--- config.mk ---
export PLATFORM = sky130hd
export DESIGN_NAME = cla_front
export DESIGN_NICKNAME = d
export VERILOG_FILES = /design/src/rtl/core/cla_pkg.sv /design/src/rtl/core/cla_front.sv
export SDC_FILE = /design/constraint.sdc
export NUM_CORES = 1
export LEC_CHECK = 0
export BUFFER_PORTS_ARGS = -buffer_cell sky130_fd_sc_hd__clkbuf_2
export CAP_MARGIN = 15
export CORE_MARGIN = 3
export CORE_UTILIZATION = 35
export CTS_CLUSTER_DIAMETER = 80
export CTS_CLUSTER_SIZE = 14
export DETAILED_ROUTE_END_ITERATION = 7
export PLACE_DENSITY_LB_ADDON = 0.3
export SETUP_SLACK_MARGIN = 0.15
export SYNTH_ARGS = -nofsm -noshare
export SYNTH_HDL_FRONTEND = slang
export SYNTH_SLANG_ARGS = --single-unit
--- constraint.sdc ---
create_clock -name i_clk -period 1.9 [get_ports i_clk]
set_input_delay 0.095 -clock i_clk [delete_from_list [all_inputs] [get_ports i_clk]]
set_output_delay 0.095 -clock i_clk [all_outputs]
set_load 0.005 [all_outputs]
--- src/rtl/core/cla_pkg.sv ---
`timescale 1ns / 1ps
// ----------------------------------------------------------------------------
// cla_pkg
// Shared types and constants of the command line assembler.
// ----------------------------------------------------------------------------
package cla_pkg;

    localparam int LineMax = 1024;
    localparam int AddrW   = $clog2(LineMax);
    localparam int LenW    = AddrW + 1;

    // input opcodes
    localparam logic [1:0] OP_PUSH = 2'd0;
    localparam logic [1:0] OP_EOF  = 2'd1;
    localparam logic [1:0] OP_READ = 2'd2;

    // result status codes
    localparam logic [1:0] ST_WAIT  = 2'd0;
    localparam logic [1:0] ST_READY = 2'd1;
    localparam logic [1:0] ST_END   = 2'd2;
    localparam logic [1:0] ST_DATA  = 2'd3;

    // command kinds after classification
    localparam logic [2:0] K_CHAR = 3'd0;
    localparam logic [2:0] K_NL   = 3'd1;
    localparam logic [2:0] K_EOF  = 3'd2;
    localparam logic [2:0] K_READ = 3'd3;
    localparam logic [2:0] K_NOP  = 3'd4;

    localparam logic [7:0] CH_NL = 8'h0A;
    localparam logic [7:0] CH_SP = 8'h20;
    localparam logic [7:0] CH_BS = 8'h5C;

    typedef struct packed {
        logic [2:0]       kind;
        logic [7:0]       char_byte;
        logic [AddrW-1:0] idx;
    } t_cmd;

    typedef struct packed {
        logic        overflowed;
        logic [7:0]  read_data;
        logic [31:0] first_line_number;
        logic [10:0] line_length;
        logic [1:0]  status;
    } t_res;

endpackage

--- src/rtl/core/cla_front.sv ---
`timescale 1ns / 1ps
// ----------------------------------------------------------------------------
// cla_front
// Accepts input transactions, classifies them and queues commands.
// ----------------------------------------------------------------------------
module cla_front (
    input  logic          i_clk,
    input  logic          i_rst_n,
    input  logic          i_cfg_we,
    input  logic          i_cfg_wdata,
    input  logic          i_valid,
    output logic          o_ready,
    input  logic [1:0]    i_opcode,
    input  logic [7:0]    i_byte,
    input  logic [cla_pkg::AddrW-1:0] i_idx,
    output logic          o_cmd_valid,
    input  logic          i_cmd_pop,
    output cla_pkg::t_cmd o_cmd
);

    logic          r_high_sp;
    cla_pkg::t_cmd r_q [2];
    logic          r_wr_ptr;
    logic          r_rd_ptr;
    logic [1:0]    r_count;
    cla_pkg::t_cmd w_cmd;
    logic          w_push;
    logic          w_pop;

    always_comb begin
        w_cmd.char_byte = i_byte;
        w_cmd.idx       = i_idx;
        case (i_opcode)
            cla_pkg::OP_PUSH: begin
                if (i_byte == cla_pkg::CH_NL) begin
                    w_cmd.kind = cla_pkg::K_NL;
                end else begin
                    w_cmd.kind = cla_pkg::K_CHAR;
                    if (i_byte < cla_pkg::CH_SP || (r_high_sp && i_byte[7])) begin
                        w_cmd.char_byte = cla_pkg::CH_SP;
                    end
                end
            end
            cla_pkg::OP_EOF:  w_cmd.kind = cla_pkg::K_EOF;
            cla_pkg::OP_READ: w_cmd.kind = cla_pkg::K_READ;
            default:          w_cmd.kind = cla_pkg::K_NOP;
        endcase
    end

    assign o_ready     = (r_count != 2'd2);
    assign w_push      = i_valid && o_ready;
    assign o_cmd_valid = (r_count != 2'd0);
    assign w_pop       = i_cmd_pop && o_cmd_valid;
    assign o_cmd       = r_q[r_rd_ptr];

    always_ff @(posedge i_clk) begin
        if (w_push) begin
            r_q[r_wr_ptr] <= w_cmd;
        end
    end

    always_ff @(posedge i_clk) begin
        if (!i_rst_n) begin
            r_high_sp <= 1'b1;
            r_wr_ptr  <= 1'b0;
            r_rd_ptr  <= 1'b0;
            r_count   <= 2'd0;
        end else begin
            if (i_cfg_we) begin
                r_high_sp <= i_cfg_wdata;
            end
            if (w_push) begin
                r_wr_ptr <= ~r_wr_ptr;
            end
            if (w_pop) begin
                r_rd_ptr <= ~r_rd_ptr;
            end
            r_count <= r_count + {1'b0, w_push} - {1'b0, w_pop};
        end
    end

endmodule

==> flow_summary.rst <==
.. list-table::
   :header-rows: 1

   * - Metric
     - Value
   * - IO Port Bufs
     - 48
   * - Number of nets with antenna violations after detailed routing
     - 0
   * - Via count of the first global-routing pass
     - 1167
   * - Ys async rst share
     - 0
   * - Proportion of synthesized chip area in sequential cells
     - 0.7146
   * - Standard-cell row count
     - 26
   * - Die area
     - 6451 um2
   * - Transition time at the pin with the least slew margin
     - 0.4533 ns
   * - Yosys warning total
     - 0
   * - Final Util
     - 0.4764
   * - Die Width
     - 80.32 um
   * - Peak ir drop on the vdd network
     - 0.5654 mV
   * - Count of different cell masters after synthesis
     - 28
   * - Fillcell total
     - 477
   * - Number of H-tree levels
     - 2
   * - Final critical-path setup slack
     - 0.2712 ns
   * - Maximum number of pins on one net before global-route repair
     - 22
   * - Area share of the largest cell type after synthesis
     - 0.6524
   * - Max capacitance violation total
     - 0
   * - Area taken by multi-input logic gates
     - 521.8 um2
   * - Buffers and inverters on the worst path
     - 1
   * - Post-layout power
     - 2.914 mW
   * - Worst min-delay path category
     - in2reg
   * - Most common cell type on the critical path
     - sky130_fd_sc_hd__ha_1
   * - HPWL after DPL
     - 2397 um
   * - Ant diodes
     - 0
   * - CP Class
     - reg2reg
   * - Buffers inserted during post-CTS setup optimization
     - 0
   * - Cell family with most CP delay
     - adder cells
   * - Endpoints failing setup
     - 0
   * - Total instance count after detailed placement
     - 232
   * - Synth Instances
     - 113
   * - Synthesis-to-layout area growth
     - 29.06%
   * - Critical path's slowest cell
     - sky130_fd_sc_hd__dfxtp_1
   * - Share of the clock period used by the worst path
     - 0.8573
   * - Data arrival, critical path
     - 1.83 ns
   * - Drt wl/cell
     - 13.47 um
   * - Net Count, Synth
     - 143
   * - Worst-path fanout max
     - 5
   * - Largest incremental delay on the critical path
     - 0.36 ns
   * - Syn_area_per_cell
     - 17.11 um2
   * - Count of flip-flops with a built-in enable after synthesis
     - 42
   * - Initial cell density of the core
     - 0.3691
   * - Max-slew violation count
     - 0
   * - Final Hold Slack
     - 0.01851 ns
   * - Post-Place Setup Slack
     - 0.2035 ns
   * - Setup crit start kind
     - flip-flop
   * - Pleak
     - 1.002 nW
   * - GRT overflow
     - 0
   * - Peak Freq
     - 613.9 MHz
   * - Layout cells sized above 1
     - 0.4696
   * - Flip-flop and latch count after synthesis
     - 48
   * - Cell-by-cell trace of the critical path
     - o21a_1 -> ha_1 -> inv_1 -> ha_1 -> xor2_1 -> and2_1 -> nor3_1
   * - Die Y
     - 80.32 um
   * - Final setup TNS
     - 0 ns
   * - Clock insertion delay at the later pin of the skew report
     - 0.29 ns
   * - Setup repair after global routing missed its margin
     - false
   * - Via-per-instance ratio
     - 4.486
   * - Combined area of all synthesized cells
     - 1933 um2
   * - Worst slew margin
     - 0.6964
   * - Clock transition at the registers of the reported paths
     - 0.07 ns
   * - Number of buffers inserted during clock tree synthesis
     - 5
   * - Core Footprint
     - 5238 um2
   * - Power density over cell area
     - 1168 nW/um2
   * - Iter 0 DRT Violations
     - 35
   * - Cell type with the largest total area after synthesis
     - sky130_fd_sc_hd__edfxtp_1
   * - Root buf cell
     - sky130_fd_sc_hd__clkbuf_8
   * - Placement Cell Area
     - 2273 um2
   * - Via count
     - 1126
   * - Final instance area
     - 2495 um2
   * - Clk sinks
     - 48
   * - Minimum clock period
     - 1.629 ns
   * - Cells taking the most area after synthesis
     - sky130_fd_sc_hd__edfxtp_1 (65%), sky130_fd_sc_hd__mux2_2 (12%), sky130_fd_sc_hd__dfxtp_1 (6.2%)
   * - First-pass GRT wire length
     - 5257 um
   * - TritonCTS clock tree
     - yes
   * - GRT Overall Usage
     - 0.1101
   * - Deepest clock path buffer count
     - 2
   * - Area taken by flip-flops and latches
     - 1383 um2
   * - Final Routed Wirelength
     - 3382 um
   * - Worst clock skew on the final layout
     - 0.006982 ns
   * - Data required time of the critical path
     - 2.10 ns
   * - First-pass iteration count of the detailed router
     - 4
   * - Count of boundary I/O pins
     - 49
   * - Number of antenna violations at the first check in global routing
     - 0
   * - Primary FF master, synth
     - sky130_fd_sc_hd__edfxtp_1
   * - Total count of hold-check failures in the final report
     - 0
   * - DRC
     - 0
   * - Capturing element type of the critical path
     - flip-flop
   * - Result of the run
     - complete, no violations
   * - Non-filler instance count after layout
     - 251
   * - Final weighted congestion in routability-driven placement
     - 0.7182
   * - Layout net count
     - 210
==> worst paths after layout <==
kind	to	depth (start not counted)	slack, ns	startpoint
hold / removal	r_high_sp	3	0.02	i_cfg_wdata
setup / recovery	r_count[1]	7	0.27	r_count[1]
setup reg to reg	r_count[1]	7	0.27	r_count[1]
hold reg to reg	r_high_sp	2	0.53	r_high_sp
==> worst register-to-register path: cells and delay by family (launching register included) <==
family,cells,cell delay [ns]
and+or+nand+nor,2,0.31
buffers and inverters,1,0.04
DFF,1,0.36
AOI/OAI and AO/OA,1,0.23
adders and majority gates,2,0.46
xor gates and xnor gates,1,0.15
==> metal layers <==
layer	vias up	routed length, um	track usage
li1	554	-	-
met1	539	1325	0.1185
met2	31	1793	0.1929
met3	2	243	0.04821
met4	0	20	0.03547
met5	-	0	0
==> Yosys cell counts, types with 2 or more instances <==
cell and instances:
sky130_fd_sc_hd__edfxtp_1 42, sky130_fd_sc_hd__mux2_2 21, sky130_fd_sc_hd__and2_1 6, sky130_fd_sc_hd__dfxtp_1 6
sky130_fd_sc_hd__inv_1 6, sky130_fd_sc_hd__ha_1 4, sky130_fd_sc_hd__nor2_1 3, sky130_fd_sc_hd__a21o_1 2
sky130_fd_sc_hd__a21oi_1 2, sky130_fd_sc_hd__buf_2 2, sky130_fd_sc_hd__nand2_1 2
==> registers in the layout, summed over array words and instances (netlist names), named ones only <==
| register | cells |
|---|---|
| r_q | 42 |
| r_count | 2 |
| r_high_sp | 1 |
| r_rd_ptr | 1 |
| r_wr_ptr | 1 |
==> placed cells by master, fill, tap and decap left out, types with 3 or more instances in the layout <==
| master | netlist | routed |
|---|---|---|
| sky130_fd_sc_hd__clkbuf_2 | 0 | 48 |
| sky130_fd_sc_hd__edfxtp_1 | 42 | 42 |
| sky130_fd_sc_hd__mux2_2 | 21 | 21 |
| sky130_fd_sc_hd__dlygate4sd3_1 | 0 | 11 |
| sky130_fd_sc_hd__and2_1 | 6 | 6 |
| sky130_fd_sc_hd__inv_1 | 6 | 6 |
| sky130_fd_sc_hd__dfxtp_1 | 6 | 5 |
| sky130_fd_sc_hd__clkbuf_8 | 0 | 5 |
| sky130_fd_sc_hd__ha_1 | 4 | 4 |
| sky130_fd_sc_hd__nor2_1 | 3 | 3 |
| sky130_fd_sc_hd__buf_4 | 0 | 3 |
==> kinds of logic after synthesis <==
group / Yosys count / share of synthesized area
AOI/OAI and AO/OA: 8 / 0.02913
xor gates and xnor gates: 2 / 0.009063
adders and majority gates: 4 / 0.02589
buffers and inverters: 8 / 0.01683
DFF: 48 / 0.7146
muxes: 23 / 0.1333
and+or+nand+nor: 20 / 0.07121
==> power breakdown <==
| part | total, mW | leakage (nW) | switching (mW) | internal, mW |
|---|---|---|---|---|
| clock | 0.693 | 0.0552 | 0.303 | 0.390 |
| combinational | 0.812 | 0.503 | 0.387 | 0.424 |
| sequential | 1.41 | 0.444 | 0.0570 | 1.35 |
| total | 2.91 | 1.00 | 0.747 | 2.17 |
==> cell type report <==
| type | count | share of cell area |
|---|---|---|
| clock buffer | 6 | 0.02909 |
| tap | 70 | 0.03511 |
| clock inverter | 2 | 0.01404 |
| multi-input combinational | 57 | 0.2091 |
| sequential | 48 | 0.5542 |
| timing repair buffer | 62 | 0.1494 |
| inverter | 6 | 0.009027 |
==> timing repair <==
item / CTS / global route
hold buffers: 11 / 0
endpoints found under the setup margin: 0 / 1
hold endpoints to repair: 21 / 0
gates resized for setup: 0 / 2
Note: power is estimated with default switching activity, not from simulation.
